**src/rtl/core/assert_macros.svh**
```systemverilog
// Assertion macros shared by the RTL files.
`ifndef ASSERT_MACROS_SVH
`define ASSERT_MACROS_SVH
`ifndef SYNTHESIS
`define ASSERT_CLK(label, clk, rst, prop, msg) \
   label: assert property (@(posedge clk) disable iff (rst) (prop)) else $error(msg);
`define ASSERT_NEVER(label, clk, rst, expr, msg) \
   label: assert property (@(posedge clk) disable iff (rst) !(expr)) else $error(msg);
`else
`define ASSERT_CLK(label, clk, rst, prop, msg)
`define ASSERT_NEVER(label, clk, rst, expr, msg)
`endif
`endif

```
**src/rtl/core/sha256_pkg.sv**
```systemverilog
// Types, constants and round functions for the SHA-256 hasher.
package sha256_pkg;
   localparam logic [31:0] IV [8] = '{32'h6A09E667, 32'hBB67AE85, 32'h3C6EF372, 32'hA54FF53A,
                                       32'h510E527F, 32'h9B05688C, 32'h1F83D9AB, 32'h5BE0CD19};
   localparam logic [31:0] RK [64] = '{
      32'h428A2F98, 32'h71374491, 32'hB5C0FBCF, 32'hE9B5DBA5, 32'h3956C25B, 32'h59F111F1,
      32'h923F82A4, 32'hAB1C5ED5, 32'hD807AA98, 32'h12835B01, 32'h243185BE, 32'h550C7DC3,
      32'h72BE5D74, 32'h80DEB1FE, 32'h9BDC06A7, 32'hC19BF174, 32'hE49B69C1, 32'hEFBE4786,
      32'h0FC19DC6, 32'h240CA1CC, 32'h2DE92C6F, 32'h4A7484AA, 32'h5CB0A9DC, 32'h76F988DA,
      32'h983E5152, 32'hA831C66D, 32'hB00327C8, 32'hBF597FC7, 32'hC6E00BF3, 32'hD5A79147,
      32'h06CA6351, 32'h14292967, 32'h27B70A85, 32'h2E1B2138, 32'h4D2C6DFC, 32'h53380D13,
      32'h650A7354, 32'h766A0ABB, 32'h81C2C92E, 32'h92722C85, 32'hA2BFE8A1, 32'hA81A664B,
      32'hC24B8B70, 32'hC76C51A3, 32'hD192E819, 32'hD6990624, 32'hF40E3585, 32'h106AA070,
      32'h19A4C116, 32'h1E376C08, 32'h2748774C, 32'h34B0BCB5, 32'h391C0CB3, 32'h4ED8AA4A,
      32'h5B9CCA4F, 32'h682E6FF3, 32'h748F82EE, 32'h78A5636F, 32'h84C87814, 32'h8CC70208,
      32'h90BEFFFA, 32'hA4506CEB, 32'hBEF9A3F7, 32'hC67178F2};
   localparam logic [7:0] PAD_BYTE = 8'h80;
   localparam logic [5:0] LEN_POS = 6'd56;

   typedef enum logic [2:0] {
      ST_IDLE, ST_ROUND, ST_FOLD, ST_PAD, ST_DONE
   } state_type;

   // Byte source for the datapath buffer write.
   typedef enum logic [1:0] {
      SRC_DATA, SRC_PAD, SRC_ZERO
   } src_type;

   typedef struct packed {
      logic    put;      // write one byte at fill position
      src_type src;
      logic    count;    // add one to message length
      logic    put_len;  // write bit length into words 14, 15
      logic    start;    // load working vars, round 0
      logic    round;    // one round step
      logic    fold;     // add working vars into chaining words
      logic    restart;  // return to initial state
   } cmd_type;

   typedef struct packed {
      logic       full;   // put would fill the block
      logic [5:0] fill;
      logic       last_round;
   } sts_type;

   function automatic logic [31:0] rotr(input logic [31:0] x, input int n);
      rotr = (x >> n) | (x << (32 - n));
   endfunction
endpackage

```
**src/rtl/core/sha256_datapath.sv**
```systemverilog
// Block buffer, message schedule, round logic and chaining words.
`include "assert_macros.svh"
module sha256_datapath (
   input  logic                clock,
   input  logic                reset,
   input  sha256_pkg::cmd_type cmd,
   input  logic [7:0]          data_byte,
   output sha256_pkg::sts_type sts,
   output logic [255:0]        digest
);
   logic [31:0] blk_ff [16];
   logic [31:0] blk_in [16];
   logic [31:0] h_ff [8];
   logic [31:0] h_in [8];
   logic [31:0] v_ff [8];
   logic [31:0] v_in [8];
   logic [5:0]  fill_ff, fill_in;
   logic [60:0] len_ff, len_in;
   logic [5:0]  rnd_ff, rnd_in;
   logic [7:0]  wbyte;
   logic [31:0] w_new, wr, t1, t2, a2, a15;
   logic [63:0] bits;

   assign bits = {len_ff, 3'b000};
   assign sts.fill = fill_ff;
   assign sts.full = (fill_ff == 6'd63);
   assign sts.last_round = (rnd_ff == 6'd63);

   always_comb begin
      case (cmd.src)
         sha256_pkg::SRC_DATA: wbyte = data_byte;
         sha256_pkg::SRC_PAD:  wbyte = sha256_pkg::PAD_BYTE;
         default:              wbyte = 8'h00;
      endcase
   end

   // Schedule: blk_ff is the rolling window; entry 0 is the current word.
   assign a2  = blk_ff[14];
   assign a15 = blk_ff[1];
   assign w_new = (sha256_pkg::rotr(a2, 17) ^ sha256_pkg::rotr(a2, 19) ^ (a2 >> 10))
                + blk_ff[9] + blk_ff[0]
                + (sha256_pkg::rotr(a15, 7) ^ sha256_pkg::rotr(a15, 18) ^ (a15 >> 3));
   assign wr = blk_ff[0];

   assign t1 = v_ff[7]
             + (sha256_pkg::rotr(v_ff[4], 6) ^ sha256_pkg::rotr(v_ff[4], 11)
                ^ sha256_pkg::rotr(v_ff[4], 25))
             + ((v_ff[4] & v_ff[5]) ^ (~v_ff[4] & v_ff[6])) + sha256_pkg::RK[rnd_ff] + wr;
   assign t2 = (sha256_pkg::rotr(v_ff[0], 2) ^ sha256_pkg::rotr(v_ff[0], 13)
                ^ sha256_pkg::rotr(v_ff[0], 22))
             + ((v_ff[0] & v_ff[1]) ^ (v_ff[0] & v_ff[2]) ^ (v_ff[1] & v_ff[2]));

   always_comb begin
      blk_in  = blk_ff;
      h_in    = h_ff;
      v_in    = v_ff;
      fill_in = fill_ff;
      len_in  = len_ff;
      rnd_in  = rnd_ff;
      if (cmd.put) begin
         blk_in[fill_ff[5:2]][8*(3-fill_ff[1:0]) +: 8] = wbyte;
         fill_in = fill_ff + 6'd1;
      end
      if (cmd.count) len_in = len_ff + 61'd1;
      if (cmd.put_len) begin
         blk_in[14] = bits[63:32];
         blk_in[15] = bits[31:0];
      end
      if (cmd.start) begin
         v_in   = h_ff;
         rnd_in = 6'd0;
      end
      if (cmd.round) begin
         // Rotate the window; the word for round r+16 enters at the tail.
         for (int i = 0; i < 15; i++) blk_in[i] = blk_ff[i+1];
         blk_in[15] = w_new;
         for (int i = 7; i > 0; i--) v_in[i] = v_ff[i-1];
         v_in[4] = v_ff[3] + t1;
         v_in[0] = t1 + t2;
         rnd_in  = rnd_ff + 6'd1;
      end
      if (cmd.fold) begin
         for (int i = 0; i < 8; i++) h_in[i] = h_ff[i] + v_ff[i];
      end
      if (cmd.restart) begin
         h_in    = sha256_pkg::IV;
         fill_in = 6'd0;
         len_in  = 61'd0;
      end
   end

   always_ff @(posedge clock) begin
      blk_ff <= blk_in;
      v_ff   <= v_in;
      rnd_ff <= rnd_in;
      if (reset) begin
         h_ff    <= sha256_pkg::IV;
         fill_ff <= 6'd0;
         len_ff  <= 61'd0;
      end else begin
         h_ff    <= h_in;
         fill_ff <= fill_in;
         len_ff  <= len_in;
      end
   end

   for (genvar g = 0; g < 8; g++) begin : g_dig
      assign digest[255-32*g -: 32] = h_ff[g];
   end

   `ASSERT_CLK(a_round_needs_not_put, clock, reset, !(cmd.round && cmd.put), "round with put")
   `ASSERT_CLK(a_fill_wraps, clock, reset, (cmd.put && sts.full) |=> (fill_ff == 6'd0), "fill")
   `ASSERT_CLK(a_round_steps, clock, reset, (cmd.round && !sts.last_round) |=> (rnd_ff != 6'd0), "rnd")
endmodule

```
**src/rtl/core/sha256_ctrl.sv**
```systemverilog
// Controller state machine for byte intake, compression and padding.
`include "assert_macros.svh"
module sha256_ctrl (
   input  logic                clock,
   input  logic                reset,
   input  logic                req_fire,
   input  logic                byte_present,
   input  logic                end_of_message,
   input  logic                rsp_taken,
   input  sha256_pkg::sts_type sts,
   output sha256_pkg::cmd_type cmd,
   output logic                in_ready,
   output logic                out_valid
);
   sha256_pkg::state_type state_ff, state_in;
   logic pend_ff, pend_in;   // message end pending after current block
   logic last_ff, last_in;   // block in flight is the final one
   logic pad_ff, pad_in;     // 0x80 byte already written

   always_ff @(posedge clock) begin
      if (reset) begin
         state_ff <= sha256_pkg::ST_IDLE;
         pend_ff  <= 1'b0;
         last_ff  <= 1'b0;
         pad_ff   <= 1'b0;
      end else begin
         state_ff <= state_in;
         pend_ff  <= pend_in;
         last_ff  <= last_in;
         pad_ff   <= pad_in;
      end
   end

   always_comb begin
      state_in  = state_ff;
      pend_in   = pend_ff;
      last_in   = last_ff;
      pad_in    = pad_ff;
      cmd       = '0;
      cmd.src   = sha256_pkg::SRC_DATA;
      in_ready  = 1'b0;
      out_valid = 1'b0;
      unique case (state_ff)
         sha256_pkg::ST_IDLE: begin
            in_ready = 1'b1;
            if (req_fire) begin
               cmd.put   = byte_present;
               cmd.count = byte_present;
               if (byte_present && sts.full) begin
                  state_in  = sha256_pkg::ST_ROUND;
                  cmd.start = 1'b1;
                  pend_in   = end_of_message;
                  last_in   = 1'b0;
                  pad_in    = 1'b0;
               end else if (end_of_message) begin
                  state_in = sha256_pkg::ST_PAD;
                  pend_in  = 1'b0;
                  pad_in   = 1'b0;
               end
            end
         end
         sha256_pkg::ST_PAD: begin
            // First pad byte is 0x80, rest zeros up to the length field.
            cmd.put = 1'b1;
            cmd.src = pad_ff ? sha256_pkg::SRC_ZERO : sha256_pkg::SRC_PAD;
            pend_in = 1'b1;
            pad_in  = 1'b1;
            if (sts.full) begin
               state_in  = sha256_pkg::ST_ROUND;
               cmd.start = 1'b1;
               last_in   = 1'b0;
            end else if (sts.fill == sha256_pkg::LEN_POS - 6'd1) begin
               state_in    = sha256_pkg::ST_ROUND;
               cmd.put_len = 1'b1;
               cmd.start   = 1'b1;
               last_in     = 1'b1;
            end
         end
         sha256_pkg::ST_ROUND: begin
            cmd.round = 1'b1;
            if (sts.last_round) state_in = sha256_pkg::ST_FOLD;
         end
         sha256_pkg::ST_FOLD: begin
            cmd.fold = 1'b1;
            if (last_ff) state_in = sha256_pkg::ST_DONE;
            else if (pend_ff) state_in = sha256_pkg::ST_PAD;
            else state_in = sha256_pkg::ST_IDLE;
         end
         sha256_pkg::ST_DONE: begin
            out_valid = 1'b1;
            if (rsp_taken) begin
               cmd.restart = 1'b1;
               pend_in     = 1'b0;
               last_in     = 1'b0;
               pad_in      = 1'b0;
               state_in    = sha256_pkg::ST_IDLE;
            end
         end
         default: state_in = sha256_pkg::ST_IDLE;
      endcase
   end

   `ASSERT_CLK(a_no_accept_busy, clock, reset, req_fire |-> (state_ff == sha256_pkg::ST_IDLE), "busy accept")
   `ASSERT_CLK(a_out_holds, clock, reset, (out_valid && !rsp_taken) |=> out_valid, "out drop")
   `ASSERT_NEVER(a_one_cmd, clock, reset, cmd.round && cmd.fold, "round and fold")
endmodule

```
**src/rtl/core/sha256_byte_stream_hasher.sv**
```systemverilog
// Top level of the SHA-256 byte stream hasher.
// Bytes enter one per cycle while the 64-byte block fills. When the block
// is full the 64 rounds run one per cycle, then a fold step adds the
// working variables into the chaining words; req_tready is low during
// compression. On end of message, padding writes one byte per cycle and
// may need a second compression; the digest then waits on the rsp side
// until taken, after which the hasher is ready for a new message.
module sha256_byte_stream_hasher (
   input  logic         clock,
   input  logic         reset,
   input  logic         req_tvalid,
   output logic         req_tready,
   input  logic [7:0]   req_tdata,   // data_byte
   input  logic         req_tuser,   // byte_present
   input  logic         req_tlast,   // end_of_message
   output logic         rsp_tvalid,
   input  logic         rsp_tready,
   output logic [255:0] rsp_tdata    // digest_part_0..3, each big-endian
);
   sha256_pkg::cmd_type cmd;
   sha256_pkg::sts_type sts;
   logic [255:0] digest;
   logic req_fire;

   assign req_fire = req_tvalid && req_tready;
   // Part 0 in the lowest 64 bits.
   assign rsp_tdata = {digest[63:0], digest[127:64], digest[191:128], digest[255:192]};

   sha256_ctrl u_ctrl (
      .clock, .reset, .req_fire,
      .byte_present(req_tuser), .end_of_message(req_tlast),
      .rsp_taken(rsp_tvalid && rsp_tready), .sts, .cmd,
      .in_ready(req_tready), .out_valid(rsp_tvalid)
   );

   sha256_datapath u_dp (
      .clock, .reset, .cmd, .data_byte(req_tdata), .sts, .digest
   );
endmodule
```
**config.mk**
```make
export PLATFORM = sky130hd
export DESIGN_NAME = sha256_byte_stream_hasher
export DESIGN_NICKNAME = d
export VERILOG_FILES = /design/src/rtl/core/sha256_pkg.sv /design/src/rtl/core/sha256_datapath.sv /design/src/rtl/core/sha256_ctrl.sv /design/src/rtl/core/sha256_byte_stream_hasher.sv
export VERILOG_INCLUDE_DIRS = /design/src /design/src/rtl/core
export SDC_FILE = /design/constraint.sdc
export NUM_CORES = 2
export LEC_CHECK = 0
export ABC_AREA = 1
export BUFFER_PORTS_ARGS = -buffer_cell sky130_fd_sc_hd__buf_2
export CORE_AREA = 3 3 366 368
export DETAILED_ROUTE_END_ITERATION = 8
export DIE_AREA = 0 0 369 371
export HOLD_SLACK_MARGIN = 0.06
export PLACE_DENSITY = 0.82
export SYNTH_ARGS = -nofsm -noshare
export SYNTH_HDL_FRONTEND = slang
export SYNTH_SLANG_ARGS = --single-unit
```
**constraint.sdc**
```tcl
create_clock -name clock -period 34.9 [get_ports clock]
set_input_delay 1.745 -clock clock [delete_from_list [all_inputs] [get_ports clock]]
set_output_delay 1.745 -clock clock [all_outputs]
set_load 0.05 [all_outputs]
```
; Yosys cells after proc, flatten, opt, wreduce, memory -nomap -nowiden
; Memory sizes are Yosys's and may differ from the RTL's.
; Cells that the tools add are included.
[word_totals]
reg_bits = 1103
romBits = 2048
inputBits = 14
out_inout_bits = 258
memories = 1
[classes]
n_addsub = 23
n_lt_le_gt_ge = 3
eq_ne = 14
shift = 2
n_mux = 54
n_bitwise = 29
n_reduce_logical = 14
[memory_table]
columns = name, depth, word_bits, read_ports, rd_ports_with_merged_regs, wr, line_no
row1 = (no name shown), 64, 32, 1, 0, 0, sha256_datapath.sv:48  ; + ((v_ff[4] & v_ff[5]) ^ (~v_ff[4] & v_ff[6])) + sha256_pkg::RK[rnd_ff] + wr;
[op_table]
columns = operator, count
row1 = 512-bit 2-to-1 mux, 2
row2 = 32-bit adder, 18
row3 = 512-bit bitwise mux, 1
row4 = 256-bit 2-to-1 mux, 2
row5 = 32-bit XOR, 9
row6 = 32-bit bitwise AND, 5
row7 = 32-bit demux with 4-bit select, 1
row8 = 32-bit 2-to-1 mux, 3
row9 = 64-bit 2-to-1 mux, 1
row10 = "61-bit by 1-bit adder with 61-bit output, second input constant", 1
row11 = 32-bit negator with 34-bit output, 1
row12 = "8-bit by 34-bit variable shift with 32-bit output, first input constant", 1
row13 = 8-bit by 34-bit variable part select with 32-bit output, 1
row14 = 32-bit NOT, 1
row15 = 10-bit by 32-bit OR with 32-bit output, 1
row16 = 13-bit by 32-bit OR with 32-bit output, 1
row17 = 14-bit by 32-bit OR with 32-bit output, 1
row18 = 15-bit by 32-bit OR with 32-bit output, 1
row19 = 19-bit by 32-bit OR with 32-bit output, 1
row20 = 21-bit by 32-bit OR with 32-bit output, 1
row21 = 25-bit by 32-bit OR with 32-bit output, 1
row22 = 26-bit by 32-bit OR with 32-bit output, 1
row23 = 30-bit by 32-bit OR with 32-bit output, 1
row24 = 7-bit by 32-bit OR with 32-bit output, 1
row25 = 34 further kinds, 82

; Depth between registers and ports, before layout
[logic_depth]
ltp_word = 9
depth_mapped = 44
ltp_nobuf = 43

; Modules after synthesis
; A second synthesis with hierarchy kept.
[hier_totals]
hier_cells = 10152
hier_area_um2 = 78113.7
[by_module_without_submodules]
columns = module, instances, cells_each, area_each_um2, seq_area_each_um2
row1 = sha256_datapath, 1, 10052, 77581.9, 29708.5
row2 = sha256_ctrl, 1, 96, 516.7, 120.1
row3 = sha256_byte_stream_hasher, 1, 4, 15.0, 0.0

; Least setup slack after synthesis
; No wires, ideal clock.
[synth_path]
path_type = input to register
startpoint = in req_tvalid
endpoint = reg u_dp.rnd_ff[0] (enable)
t_arrival_ns = 20.752
required_ns = 33.652
path_slack_ns = 12.900
cell_stages = 7
path_buffers = 1
path_cell_list = nand2_1 -> nor2_8 -> inv_2 -> nand2_1 -> inv_1 -> clkbuf_1 -> o21ai_0
[synth_via]
elab_chain_cells = 4
[synth_lines]
columns = element, line_no
row1 = from (decl), sha256_byte_stream_hasher.sv:11  ; input logic req_tvalid,
row2 = 1-bit logical AND, sha256_byte_stream_hasher.sv:25  ; assign req_fire = req_tvalid && req_tready;
row3 = 1-bit 2-to-1 mux, sha256_ctrl.sv:46  ; if (req_fire) begin
row4 = 1-bit case mux with 2 select lines, sha256_ctrl.sv:43  ; unique case (state_ff)
row5 = 2-bit nonzero test (no line), n/a
row6 = to (signal assigned), sha256_datapath.sv:95  ; rnd_ff <= rnd_in;
row7 = to (decl), sha256_datapath.sv:19  ; logic [5:0] rnd_ff, rnd_in;
; No other way between the ends.
; A chain may end at the register's enable or synchronous reset.

==> results <==
- The slowest stage of the critical path is the nor2_1 cell.
- Prior to clock tree synthesis, the placed netlist has a worst setup slack of about 26 ns.
- The starting density of the core is 59.7%.
- The filler cells instantiated in the layout total approximately 11000.
- The flip-flop and latch count after synthesis is 1103.
- The synthesized netlist occupies a cell area of 78300 um2.
- The post-synthesis adder-cell area fraction is 11.5%.
- The total cell area at the placement stage is between 80000 and 90000 um2.
- After clock tree synthesis, the setup repair step added 0 buffers.
- The number of placement rows is 133.
- The number of maximum-capacitance constraint violations is 0.
- The number of gates resized after CTS was 0.
- The number of primary I/O pins is 272.
- The share of the cycle needed by the critical path after routing is 26.6%.
- The TritonCTS clock tree is built.
- A synthesized cell averages 7.72 um2.
- The endpoint required time on the critical path is about 35 ns.
- The tree is rooted in a clkbuf_16.
- In the final layout, the share of cells above drive strength 1 is 5.68%.
- The via count of the first global-routing pass is a little over 70000.
- The die covers 137000 um2.
- The cts-stage hold buffer count is 0.
- The fraction of synthesized cell area in xor and xnor cells is under 10%.
- For this run, asynchronously set or reset flops after synthesis account for 0%.
- The arrival time of data at the critical path endpoint is approximately 9.8 ns.
- In this run the worst hold path is classified as reg -> reg.
- In the synthesized netlist the dominant register cell turns out to be edfxtp_1.
- The worst setup path is of the reg -> reg kind.
- Sorting the synthesized cells by area gives the leading types as edfxtp_1 (30%), nand2_1 (12%), dfxtp_1 (8.4%).
- The number of pins with negative max-slew slack in the final report is 0.
- The count of yosys warnings during synthesis is 0.
- The count of mapped cells out of synthesis is 10200.
- The synthesized design devotes to its leading area cell type 29.7% of total area.
- The weighted congestion reported at the end of routability-driven placement is 1.08.
- Global routing consumed, over all layers together, 45.6% of the routing resources.
- The largest clock skew in the final design is 0.0828 ns.
- The sum of routed wire length over all layers is between 300000 and 400000 um.
- The worst setup path is launched from a register.
- The setup slack on the worst flop-to-flop path is 25.61 ns.
- The count of final hold-check violations is 0.
- In this run, distinct cell masters in the synthesized netlist total 71.
- The endpoint type of the worst setup path is a register.
- The highest net fanout along the worst path is between 40 and 50.
- In the post-route analysis, the smallest setup slack over all paths is 25.61 ns.
- The simple-gate portion of the synthesized area is between 20% and 30%.
- The total congestion overflow is 0.
- Measured against the total synthesized area, the mux share comes to 0.141%.
- For the pin with the worst max-slew slack, the measured transition is 1.27 ns.
- Setup repair after global routing left no endpoint under its margin.
- Measured along the x axis, the die boundary spans between 300 and 400 um.
- Entering global routing, the biggest net connects 221 pins.
- The worst pin sits at a relative slew slack of 14.2%.
- The complex-gate fraction of the synthesized area is between 15 and 20%.
- The initial antenna violation count is 11.
- At the end of the flow, the number of nets in the layout was 10800.
- The via-per-instance ratio is 6.43.
- The routed layout has 77700 vias.
- The checks that failed: DRC.
- The worst reg2reg path depth is 34.
- For this design, the sink count on the clock tree is 1103.
- For this block, the initial DRC count from the detailed router was 12200.
- The cell taking the most area after synthesis is edfxtp_1.
- For this run, the top clock speed supported by timing is 108 MHz.
- Buffers inserted during clock tree synthesis total 116.
- The H-tree depth is 3.
- The y dimension of the die is roughly 370 um.
- The placed wire-length estimate is 248000 um.
- The most frequent cell on the critical path is nand2_1.
- The clock period minus worst slack is 9.29 ns.
- The average detailed-routed wire length per instance is 26.7 um.
- The clock tree buffer depth is 3.
- The count of endpoints failing setup in the final report is 0.
- The total DRC errors in the routed layout is 13.
- Yosys mapped a number of flops with a built-in enable equal to 774.
- The first-pass GRT wire length is about 460000 um.
- The sequential cell area fraction in the yosys report is 38.1%.
- The worst hold path passes through 2 cells.
- The summed area of non-filler cells in the final layout is around 85000 um2.
- Clock-pin slew was measured on the worst setup and hold paths at 0.06 ns.
- After synthesis, the most frequently instantiated cells are nand2_1 (2476), inv_1 (1246), o21ai_0 (1195).
- The net count of the mapped netlist is ~11000.
- The first detailed-routing pass took 9 iterations.
- After synthesis, the largest family of logic cells by area is simple AND/OR/NAND/NOR gates.
- nand2_1 is the most common cell in the netlist.
- After routing, the total negative slack on setup checks comes to 0 ns.
- The signed area change from the synthesized netlist to the final layout is 8.46%.
- The count of nets left with antenna violations once routing finished came out at 0.
- The run finished, with violations left.
- For the worst-skew pair, the clock arrives at the later sink with an insertion delay of between 0.8 and 0.9 ns.
- The largest single stage delay on the critical path is 1.00 ns.
- The core region is 131000 um2.
- The number of buffers inserted by port buffering is approximately 270.
## per-layer routing
metal / share of wire, % / vias to the layer above / GRT usage [%]
met4: 7.9 / 12 / 28.1
li1: - / 34200 / -
met3: 14 / 1216 / 12.4
met1: 36 / 36200 / 59.3
met2: 42 / 6034 / 67.8
met5: 0.028 / - / 0.0356
## logic make-up after synthesis
logic type | count (synthesis)
multiplexers | 11
adder cells (fa/ha/maj) | 607
XOR/XNOR | 409
AO/OA/AOI/OAI | 2512
flip-flops | 1103
buffers and inverters | 1640
AND/OR/NAND/NOR | 3868
## placed cells by master, fill, tap and decap left out, types with 238 or more instances in the layout
cell and count:
edfxtp_1 774, dfxtp_1 329, a21oi_1 861, xor2_1 238
nand2_1 2474, ha_1 398, nor2_1 716, inv_1 1245
o21ai_0 1194, buf_2 271, nand3_1 348
## metrics by stage
| step | utilization, % | std cells | hold slack (ns) |
|---|---|---|---|
| detailed placement | 61.6 | 11800 | 0.466 |
| CTS | 64.8 | 12100 | 0.475 |
| finish | 64.8 | 12100 | 0.475 |
| floorplan | - | 10200 | 0.435 |
| global route | 64.8 | 12100 | 0.516 |
| global placement | 61.6 | 11800 | 0.460 |
## registers in the layout (all words and copies together) (netlist names), 3 cells and up
register	cells
u_dp.a2	32
u_ctrl.state_ff	3
u_dp.v_ff	256
u_dp.a15	32
u_dp.wr	32
u_dp.blk_ff	416
u_dp.digest	256
u_dp.fill_ff	6
u_dp.rnd_ff	6
u_dp.len_ff	61
## layout make-up
class	instances	area (um2)	share of cell area, %
Antenna cell	6	15.0	0.0177
Inverter	1262	4750	5.59
Multi-Input combinational cell	7407	42200	49.7
Clock buffer	139	3060	3.60
Tap cell	1755	2200	2.58
Clock inverter	83	1130	1.33
Sequential cell	1103	29800	35.1
Timing Repair Buffer	319	1750	2.06
## worst max-delay path: cells and delay by family, from the launching register on
family	cells	cell delay, ns
DFF	1	0.32
buffers and inverters	6	1.39
and+or+nand+nor	11	2.20
xor gates and xnor gates	1	0.39
AOI/OAI and AO/OA	10	1.79
adders and majority gates	6	2.95
## path summary, 6_finish.rpt
kind	start	end
max	u_dp.rnd_ff[2]$_SDFFCE_PN0P_	u_dp.v_ff[255]$_DFFE_PP_
min	u_ctrl.pad_ff$_SDFFE_PP0P_	u_ctrl.pad_ff$_SDFFE_PP0P_
max reg2reg	u_dp.rnd_ff[2]$_SDFFCE_PN0P_	u_dp.v_ff[255]$_DFFE_PP_
min reg2reg	u_ctrl.pad_ff$_SDFFE_PP0P_	u_ctrl.pad_ff$_SDFFE_PP0P_
Power is not shown: default switching activity piles up to over one toggle a cycle in this logic, so the estimate is an artifact.
